File: src/design/video_ram_port_with_autoinc_assert.svh
// Assertion macros shared by the video RAM port modules.
// Expects clk_i and rst_ni in the scope of each use.
`ifndef VIDEO_RAM_PORT_WITH_AUTOINC_ASSERT_SVH
`define VIDEO_RAM_PORT_WITH_AUTOINC_ASSERT_SVH

`ifndef ASSERT_OFF
// Checked only out of reset.
`define VRP_ASSERT(label, prop) \
  label: assert property (@(posedge clk_i) disable iff (!rst_ni) prop) \
    else $error("vrp assertion failed");
// Checked at every edge, reset included.
`define VRP_ASSERT_ALWAYS(label, prop) \
  label: assert property (@(posedge clk_i) prop) \
    else $error("vrp assertion failed");
`else
`define VRP_ASSERT(label, prop)
`define VRP_ASSERT_ALWAYS(label, prop)
`endif

`endif

File: src/design/vrp_pkg.sv
// Shared types and constants for the video RAM port.
// No dependencies.
package vrp_pkg;

  localparam int unsigned MEMORY_BYTES  = 32768;
  localparam int unsigned MEM_AW        = $clog2(MEMORY_BYTES);
  localparam int unsigned SCREEN_HEIGHT = 192;
  localparam int unsigned COL_W         = 7;
  localparam int unsigned ROW_W         = 8;

  // Register address bits
  localparam int unsigned ADDR_PORT_BIT = 2;
  localparam int unsigned ADDR_DATA_BIT = 1;
  localparam int unsigned ADDR_ADV_BIT  = 0;

  localparam logic [7:0] STATUS_BYTE = 8'hFF;
  localparam logic [7:0] LEVEL_FULL  = 8'd255;
  localparam logic [7:0] LEVEL_HALF  = 8'd127;

  typedef enum logic [1:0] {
    MODE_READ  = 2'd0,
    MODE_WRITE = 2'd1,
    MODE_PIXEL = 2'd2
  } mode_e;

  typedef enum logic {
    ST_CLEAR,
    ST_RUN
  } state_e;

  // Controller -> datapath
  typedef struct packed {
    logic clear;     // clearing pass write
    logic accept;    // input beat taken this cycle
    logic out_load;  // stage 1 moves into the output register
  } vrp_cmd_t;

  // Datapath -> controller
  typedef struct packed {
    logic clear_last;
  } vrp_sts_t;

endpackage

File: src/design/vrp_ctrl.sv
// Controller: clearing pass / run state, pipeline valid bits, handshakes.
// Depends on vrp_pkg and the assertion header.
`include "video_ram_port_with_autoinc_assert.svh"

module vrp_ctrl (
  input  logic              clk_i,
  input  logic              rst_ni,
  input  logic              in_valid_i,
  output logic              in_ready_o,
  input  logic [1:0]        mode_i,
  output logic              out_valid_o,
  input  logic              out_ready_i,
  output vrp_pkg::vrp_cmd_t cmd_o,
  input  vrp_pkg::vrp_sts_t sts_i
);
  import vrp_pkg::*;

  state_e state_q, state_d;
  logic   s1_valid_q, s1_valid_d;
  logic   out_valid_q, out_valid_d;
  logic   adv;
  logic   accept;
  logic   has_result;

  always_ff @(posedge clk_i or negedge rst_ni) begin
    if (!rst_ni) begin
      state_q     <= ST_CLEAR;
      s1_valid_q  <= 1'b0;
      out_valid_q <= 1'b0;
    end else begin
      state_q     <= state_d;
      s1_valid_q  <= s1_valid_d;
      out_valid_q <= out_valid_d;
    end
  end

  always_comb begin
    state_d    = state_q;
    in_ready_o = 1'b0;
    cmd_o      = '0;
    adv        = !out_valid_q || out_ready_i;
    case (mode_i)
      MODE_READ, MODE_PIXEL: has_result = 1'b1;
      default:               has_result = 1'b0;
    endcase
    case (state_q)
      ST_CLEAR: begin
        cmd_o.clear = 1'b1;
        if (sts_i.clear_last) begin
          state_d = ST_RUN;
        end
      end
      ST_RUN: begin
        in_ready_o = adv;
      end
      default: begin
        state_d = ST_CLEAR;
      end
    endcase
    accept         = in_valid_i && in_ready_o;
    cmd_o.accept   = accept;
    cmd_o.out_load = adv && s1_valid_q;
    s1_valid_d     = adv ? (accept && has_result) : s1_valid_q;
    out_valid_d    = adv ? s1_valid_q : out_valid_q;
  end

  assign out_valid_o = out_valid_q;

  `VRP_ASSERT(a_no_accept_in_clear, (state_q == ST_CLEAR) |-> !in_ready_o)
  `VRP_ASSERT(a_result_enters_s1, (accept && has_result) |=> s1_valid_q)
  `VRP_ASSERT(a_s1_holds_on_stall, (s1_valid_q && !adv) |=> s1_valid_q)
  `VRP_ASSERT(a_clear_ends, (state_q == ST_CLEAR && sts_i.clear_last) |=> (state_q == ST_RUN))

endmodule

File: config.mk
export PLATFORM = sky130hd
export DESIGN_NAME = vrp_ctrl
export DESIGN_NICKNAME = d
export VERILOG_FILES = /design/src/design/vrp_pkg.sv /design/src/design/vrp_ctrl.sv
export VERILOG_INCLUDE_DIRS = /design/src /design/src/design
export SDC_FILE = /design/constraint.sdc
export NUM_CORES = 1
export LEC_CHECK = 0
export ABC_AREA = 1
export BUFFER_PORTS_ARGS = -buffer_cell sky130_fd_sc_hd__buf_2
export CORE_AREA = 3 3 40 42
export CTS_CLUSTER_DIAMETER = 200
export CTS_CLUSTER_SIZE = 28
export DETAILED_ROUTE_END_ITERATION = 12
export DIE_AREA = 0 0 43 45
export MAX_ROUTING_LAYER = met4
export PLACE_DENSITY = 0.39
export SYNTH_ARGS = -nofsm -noshare
export SYNTH_HDL_FRONTEND = slang
export SYNTH_SLANG_ARGS = --single-unit
File: constraint.sdc
create_clock -name clk_i -period 0.8 [get_ports clk_i]
set_input_delay 0.12 -clock clk_i [delete_from_list [all_inputs] [get_ports clk_i]]
set_output_delay 0.12 -clock clk_i [all_outputs]
set_load 0.01 [all_outputs]
==> After elaboration in Yosys (flattened, before gate mapping) <==
Index checks and enable logic that the tools add are counted.
{ "word_totals": {"latch_bits": 0, "mem_bits_ro": 0, "inputBits": 7, "mem_count": 0, "out_inout_bits": 5, "register_bits": 3, "wordCells": 16, "ram_bits": 0} }
{ "classes": {"magnitude_cmp": 0, "n_reduce_logical": 7, "n_mux": 5, "bitwise_logic": 0, "mul": 0, "n_div": 0, "n_shift": 0, "eq_ne": 1, "n_addsub": 0} }
{ "op_table": {"columns": ["cell", "n"], "rows": [
  ["2-to-1 mux 1 bit", 5],
  ["logical AND 1 bit", 3],
  ["== test 2 bit (second input constant)", 1],
  ["zero test 2 bit", 1],
  ["OR reduction 2 bit", 1],
  ["zero test 1 bit", 1],
  ["logical OR 1 bit", 1]
]} }

==> Longest topological paths before layout <==
Gate-level depths: netlist of the first run.
{ "depth": {"depth_word": 5, "depth_mapped": 5, "mapped_depth_nobuf": 5} }

==> Worst setup path before layout of the first run <==
No wires, ideal clock.
{ "synth_timing": {"path_type": "flip-flop to output port", "startpoint": "register out_valid_q, in the netlist out_valid_o", "endpoint": "output cmd_o[1] (netlist name)", "slack_ns": -0.070, "stages_incl_launch_ff": 4, "arrival_ns": 0.750, "path_buffers": 1, "t_required_ns": 0.680, "cell_sequence": "dfrtp_1 -> nand2_2 -> and3_1 -> buf_4"} }
{ "synth_via": {"elab_chain_cells": 4} }
{ "synth_rtl": {"columns": ["item", "line", "rtl"], "rows": [
  ["start: declaration", "vrp_ctrl.sv:20", "logic out_valid_q, out_valid_d;"],
  ["start signal: assignment", "vrp_ctrl.sv:33", "out_valid_q <= out_valid_d;"],
  ["zero test 1 bit", "vrp_ctrl.sv:41", "adv = !out_valid_q || out_ready_i;"],
  ["logical OR 1 bit", "vrp_ctrl.sv:41", null],
  ["2-to-1 mux 1 bit", "vrp_ctrl.sv:46", "case (state_q)"],
  ["logical AND 1 bit", "vrp_ctrl.sv:60", "accept = in_valid_i && in_ready_o;"],
  ["end: declaration", "vrp_ctrl.sv:13", "output vrp_pkg::vrp_cmd_t cmd_o,"]
]} }
Every way passes these cells.

==> results of run 1 <==
-- synthesized netlist by cell type --
master / instances
and3_1: 1
buf_4: 1
dfrtp_1: 3
inv_1: 4
inv_2: 1
nand2_1: 1
nand2_2: 3
nand4_1: 1
nor2_1: 2
or2_1: 1
-- area by class of cell --
class | count | share of cell area
Timing Repair Buffer | 17 | 0.3500
Multi-Input combinational cell | 9 | 0.1875
Inverter | 5 | 0.06250
Sequential cell | 3 | 0.2500
Tap cell | 15 | 0.06250
Clock buffer | 4 | 0.08750
-- metrics by stage --
| stage | worst slack, ns | utilization | hold WS, ns |
|---|---|---|---|
| CTS | -0.3027 | 0.2259 | 0.06649 |
| global placement | -0.05669 | 0.1743 | -0.08130 |
| detailed placement | -0.05142 | 0.1743 | -0.08193 |
| finish | -0.2943 | 0.2337 | 0.07263 |
| floorplan | -0.05975 | - | -0.1756 |
| global route | -0.3478 | 0.2337 | 0.07211 |
-- state kept, by name (all words and copies together) (netlist names) --
register / cells
state_q: 1
out_valid_o: 1
s1_valid_q: 1
-- metal layers --
metal  wire [um]  part of all wire
met1         212              0.50
met2         138              0.32
met4           0                 0
met3          77              0.18
met5           0                 0
-- worst register-to-register path, cell delays in order (launching register included) --
cell     delay (ns)
dfrtp_1        0.36
nand2_2        0.08
buf_4          0.13
buf_4          0.12
buf_4          0.12
nand4_1        0.08
nand2_2        0.05
-- cell families (layout without fill, tap and decap cells) --
| kind of cell | Yosys count | count (layout) |
|---|---|---|
| flip-flops | 3 | 3 |
| AND/OR/NAND/NOR | 9 | 9 |
| buffers and inverters | 6 | 26 |
-- power breakdown --
part / internal, mW / total, mW / switching, mW
logic: 0.0721 / 0.130 / 0.0578
clock network: 0.187 / 0.269 / 0.0823
registers: 0.164 / 0.172 / 0.00835
total: 0.423 / 0.572 / 0.148
-- what timing repair did --
action | 4_1_cts | 5_1_grt
pin swaps | 1 | 1
endpoints found under the setup margin | 5 | 7
gates resized for setup | 0 | 1
hold buffers | 1 | 0
endpoints found under the hold margin | 3 | 0
setup buffers | 4 | 1
-- how the worst min path moves through the flow --
stage,cells after the start,to,startpoint
floorplan,0,out_valid_o,rst_ni
global placement,1,state_q,rst_ni
detailed placement,1,state_q,rst_ni
CTS,2,state_q,sts_i
global route,2,state_q,sts_i
finish,2,state_q,sts_i
==> impl_results.md, run 1 <==
* CP Capture Type: output pin
* XOR/XNOR Fraction of Synth Area at 0
* GRT Max-Usage Layer: met2
* Vias in the first global route at between 150 and 200
* Avg Cell Area, Syn at approximately 8.3 sq um
* Share of layout cells above drive strength 1 at 0.6842
* Power per cell area at 1904 nW/um^2
* Post-synthesis adder-cell area fraction at 0
* Top Family by Delay on Critical Path: flip-flops
* CTS Buf Count at 3
* Synth Warn # at 0
* Synth Area in Simple Gates at 0.3250
* R2R setup slack at -0.25 ns
* Most area-consuming cells after synthesis: dfrtp_1 50%, nand2_2 13%, inv_1 10%, buf_4 5.0%, nor2_1 5.0%
* Design Power at 0.5719 mW
* Fmax at 0.9139 GHz
* Multi-input gate area at 56.30 sq um
* Final setup viols at 7
* Leak at approximately 0.18 nW
* Worst path max stage delay at between 0.3 and 0.4 ns
* Hold Crit Class: input port to flop
* First-pass GRT wire length at 717 um
* Vias at 180
* Crit path to: cmd_o[1]
* Synth area leader: dfrtp_1
* Worst slew margin at 0.9095
* Unrepaired setup endpoints after global routing: yes
* Worst reg2reg path depth at 6
* Top-area cell type share of the netlist area at 0.5000
* Ports at 12
* Worst setup path start: out_valid_o
* Die area at ~1900 sq um
* Die H at ~45 um
* R2R Path End: s1_valid_q
* FF+latch count, synth at 3
* Least-Margin Pin Slew at around 0.14 ns
* Grt total ovfl at 0
* Net count after synthesis at 25
* Worst path bufs/invs at 1
* DP HPWL at roughly 300 um
* Detailed Route WL at around 430 um
* Sum Neg Setup Slack at -1.630 ns
* P&R area growth vs syn at 100.0%
* Mux contribution to synthesized area at 0
* Compound-Gate Fraction of Synth Area at 0
* Final worst slack at -0.2943 ns
* Tmin final at roughly 1.1 ns
* N_diodes at 0
* Residual DRC at 0
* Clk pin slew, worst setup/hold paths at about 0.040 ns
* H-tree depth at 1
* Clk_lat worst skew at 0.24 ns
* Dominant combinational cell family by area after synthesis: simple AND/OR/NAND/NOR gates
* Worst-path fanout max at 3
* CTS tree: built
* CP cell instances: nand2_2 > and3_1 > buf_2
* Num rows at 13
* VDD IR max at between 1 and 1.5 mV
* Setup CP Type: flop to output pin
* CTS Buffer Depth at 2
* Initial antenna violation count at 0
* R2R Path Start: out_valid_o
* I/O Buffers at 10
* GRT Total Usage at 0.05756
* Register area share after synthesis at 0.5000
* Number of max-cap violations at 0
* Hold Fails Final Rpt at 0
* Design area at 300.3 sq um
* Die width at between 40 and 50 um
* DRT iter0 DRCs at 0
* Root Buffer: clkbuf_4
* DRT Pass-1 Iters at 1
* GR Layer Usage met2 at 0.07784
* Post-route antenna net violation count at 0
* Most common cell after layout, fill and taps aside: buf_2
* NumNets Final at 46
* Met1 usage at 0.05327
* Initial Utilization at 0.1168
* Final Skew at between 0.006 and 0.007 ns
* CP max stage cell: dfrtp_1
* Sink Count at 3
* Failing checks: negative setup slack
* Fillers at between 100 and 150
* WP depth at 3
* CP Data Required Time at just under 0.7 ns
* Routed len/inst at a little over 8 um
* Mapped Cells at 18
* Largest net degree at the start of global routing at 5
* Commonest cells after routing, fill and taps aside: 10 x buf_2, 6 x buf_4, 4 x inv_1, 4 x nand2_2
* DP Cell Count at 43
* Post-Syn Area at 150.1 sq um
* Dpl cell area at between 200 and 250 sq um
* Finished Layout Cells at 53
* Startpoint Class: flop
* Core Area at ~1300 sq um
* Met3 Use GR at 0.05179
* Final period utilization at 1.368
* Worst EP arrival at 0.97 ns
* Max-slew violations at 0
* Register Area at approximately 75 sq um
* Vias per cell at 3.396
* Status: finished with violations
* Count of cell types in the netlist at 10
* Final GP Congestion at 0.6063
No activity file was read; power rests on OpenSTA's default activity.
==> run 2: changes to the inputs <==
--- a/config.mk
+++ b/config.mk
@@ -7,14 +7,13 @@
 export NUM_CORES = 1
 export LEC_CHECK = 0
 export ABC_AREA = 1
-export BUFFER_PORTS_ARGS = -buffer_cell sky130_fd_sc_hd__buf_2
 export CORE_AREA = 3 3 40 42
-export CTS_CLUSTER_DIAMETER = 200
 export CTS_CLUSTER_SIZE = 28
 export DETAILED_ROUTE_END_ITERATION = 12
 export DIE_AREA = 0 0 43 45
+export DONT_BUFFER_PORTS = 1
 export MAX_ROUTING_LAYER = met4
-export PLACE_DENSITY = 0.39
+export PLACE_DENSITY = 0.31
 export SYNTH_ARGS = -nofsm -noshare
 export SYNTH_HDL_FRONTEND = slang
 export SYNTH_SLANG_ARGS = --single-unit
==> run 2 against run 1 <==
Against the previous run: the run still ends with negative setup slack left; non-clock buffer count down 12; highest routed layer unchanged; routed wire length down 11%; critical path depth down 1; global-route usage down 0.86 points.
==> impl_results.md, run 2 (same netlist as run 1, synthesis figures left out) <==
* Top Family by Delay on Critical Path: flip-flops
* Detailed Route WL at 379 um (-11%)
* DRT iter0 DRCs at 0 (unchanged)
* CP Capture Type: output pin
* DP HPWL at 256.6 um (-14%)
* Final worst slack at -0.2290 ns (+0.06529 ns)
* Least-Margin Pin Slew at 0.1544 ns (+0.01857 ns)
* Worst EP arrival at 0.91 ns (-0.06 ns)
* Max-slew violations at 0 (unchanged)
* CP Data Required Time at 0.68 ns (about the same)
* Tmin final at 1.029 ns (-0.06529 ns)
* Post-route antenna net violation count at 0 (unchanged)
* Worst path max stage delay at 0.38 ns (about the same)
* N_diodes at 0 (unchanged)
* Fillers at 148 (-0.67%)
* CTS Buffer Depth at 2 (unchanged)
* Grt total ovfl at 0 (unchanged)
* Commonest cells after routing, fill and taps aside: 3 x inv_1, 3 x nand2_2, 3 x clkbuf_4, 3 x dfrtp_1
* VDD IR max at 0.5164 mV (-53%)
* Vias per cell at 3.415 (+0.54%)
* R2R setup slack at -0.06 ns (+0.19 ns)
* Root Buffer: clkbuf_4
* Clk_lat worst skew at 0.23 ns (about the same)
* Status: finished with violations
* I/O Buffers at 0 (-10)
* Vias in the first global route at 132 (-30%)
* Residual DRC at 0 (unchanged)
* Failing checks: negative setup slack
* Finished Layout Cells at 41 (-23%)
* P&R area growth vs syn at 71.67%
* Hold path depth at 2 (unchanged)
* Final GP Congestion at 0.7291 (+20%)
* Final Skew at 0.002583 ns (-0.004338 ns)
* First-pass GRT wire length at 593 um (-17%)
* Setup CP Type: flop to output pin
* Hold Crit Class: input port to flop
* Share of layout cells above drive strength 1 at 0.5385 (-0.1457)
* Fmax at 0.9718 GHz (+6.3%)
* Final setup viols at 6 (-1)
* Worst reg2reg path depth at 2 (-4)
* Hold Fails Final Rpt at 0 (unchanged)
* Startpoint Class: flop
* H-tree depth at 1 (unchanged)
* WHS Endpoint: s1_valid_q
* DP Cell Count at 33 (-23%)
* GRT Total Usage at 0.04897 (-0.008591)
* Worst path bufs/invs at 0 (-1)
* Ports at 12 (unchanged)
* CTS Buf Count at 3 (unchanged)
* Sink Count at 3 (unchanged)
* Hold path start: in_valid_i
* Worst slew margin at 0.8971 (-0.01238)
* Power per cell area at 2094 nW/um^2 (+9.9%)
* CTS tree: built
* Num rows at 13 (unchanged)
* Clk pin slew, worst setup/hold paths at 0.04 ns (about the same)
* Initial antenna violation count at 0 (unchanged)
* Core Area at 1285 sq um (unchanged)
* Final period utilization at 1.286 (-0.08161)
* Die H at 45 um (unchanged)
* CP cell instances: nand2_2 > and3_4
* Largest net degree at the start of global routing at 5 (unchanged)
* DRT Pass-1 Iters at 1 (unchanged)
* R2R Path Start: state_q
* Initial Utilization at 0.1168 (unchanged)
* Leak at 0.1293 nW (-27%)
* Place WS at 0.01966 ns (+0.07108 ns)
* Die area at 1935 sq um (unchanged)
* Worst-path fanout max at 4 (+1)
* Die width at 43 um (unchanged)
* NumNets Final at 34 (-26%)
* Unrepaired setup endpoints after global routing: yes
* Number of max-cap violations at 0 (unchanged)
* R2R Path End: state_q
* Vias at 140 (-22%)
* Routed len/inst at 9.244 um (+14%)
* CP max stage cell: dfrtp_1
[run 2: changes by cell type in the layout (fill, tap and decap cells not counted), moves of 2 or more]
| cell | previous run | this run |
|---|---|---|
| buf_2 | 10 | 0 |
| nor2_4 | 0 | 2 |
| nor2_2 | 2 | 0 |
| buf_4 | 6 | 1 |
| buf_6 | 0 | 2 |
[run 2: what timing repair did]
item / in CTS / in global routing
endpoints found under the hold margin: 4 / 0
hold buffers: 2 / 0
resized for setup: 5 / 1
setup endpoints to repair: 5 / 7
buffers inserted: 2 / 0
pin swaps: 2 / 3
[run 2: worst max-delay path by stage]
stage / slack, ns / cells past startpoint / startpoint / to
floorplan: -0.06 / 3 / out_valid_o / cmd_o[1]
global placement: 0.01 / 2 / out_valid_o / cmd_o[1]
detailed placement: 0.02 / 2 / out_valid_o / cmd_o[1]
CTS: -0.24 / 3 / out_valid_o / cmd_o[0]
global route: -0.26 / 2 / out_valid_o / cmd_o[1]
finish: -0.23 / 2 / out_valid_o / cmd_o[1]
[run 2: worst reg2reg max path: cells and delay by family, from the launching register on]
kind / cells / cell delay [ns]
simple gates: 1 / 0.19
buf+inv: 1 / 0.14
flops: 1 / 0.41
[run 2: through the flow]
step / area [sq um] / TNS, ns / util / hold slack, ns / power [mW]
floorplan: 155.1 / -0.05975 / - / -0.1756 / 0.2241
global placement: 173.9 / 0 / 0.1353 / -0.1755 / 0.2352
detailed placement: 173.9 / 0 / 0.1353 / -0.1755 / 0.2361
CTS: 252.7 / -1.035 / 0.1967 / 0.03603 / 0.5569
global route: 257.7 / -1.227 / 0.2006 / 0.04818 / 0.5835
finish: 257.7 / -0.9727 / 0.2006 / 0.04921 / 0.5396
[run 2: cell type report]
type | count | area [sq um] | share of cell area
clock buffers | 4 | 26.28 | 0.1019
inverters | 5 | 18.77 | 0.07282
multi-input cells | 9 | 68.82 | 0.2670
flip-flops and latches | 3 | 75.07 | 0.2913
well taps | 15 | 18.77 | 0.07282
repair buffers | 5 | 50.05 | 0.1942
[run 2: power breakdown]
group / total, mW / switching, mW / leakage (nW) / internal, mW
Combinational: 0.0994 / 0.0503 / 0.0804 / 0.0491
Sequential: 0.172 / 0.00748 / 0.0339 / 0.164
Clock: 0.269 / 0.0814 / 0.0150 / 0.187
[run 2: per-layer routing]
metal	share of wire	vias up	global-route usage	routed length (um)
met5	0	-	-	0
li1	-	68	-	-
met4	0	0	0.03614	0
met1	0.47	62	0.06053	180
met2	0.38	10	0.04790	143
met3	0.15	0	0.03984	55
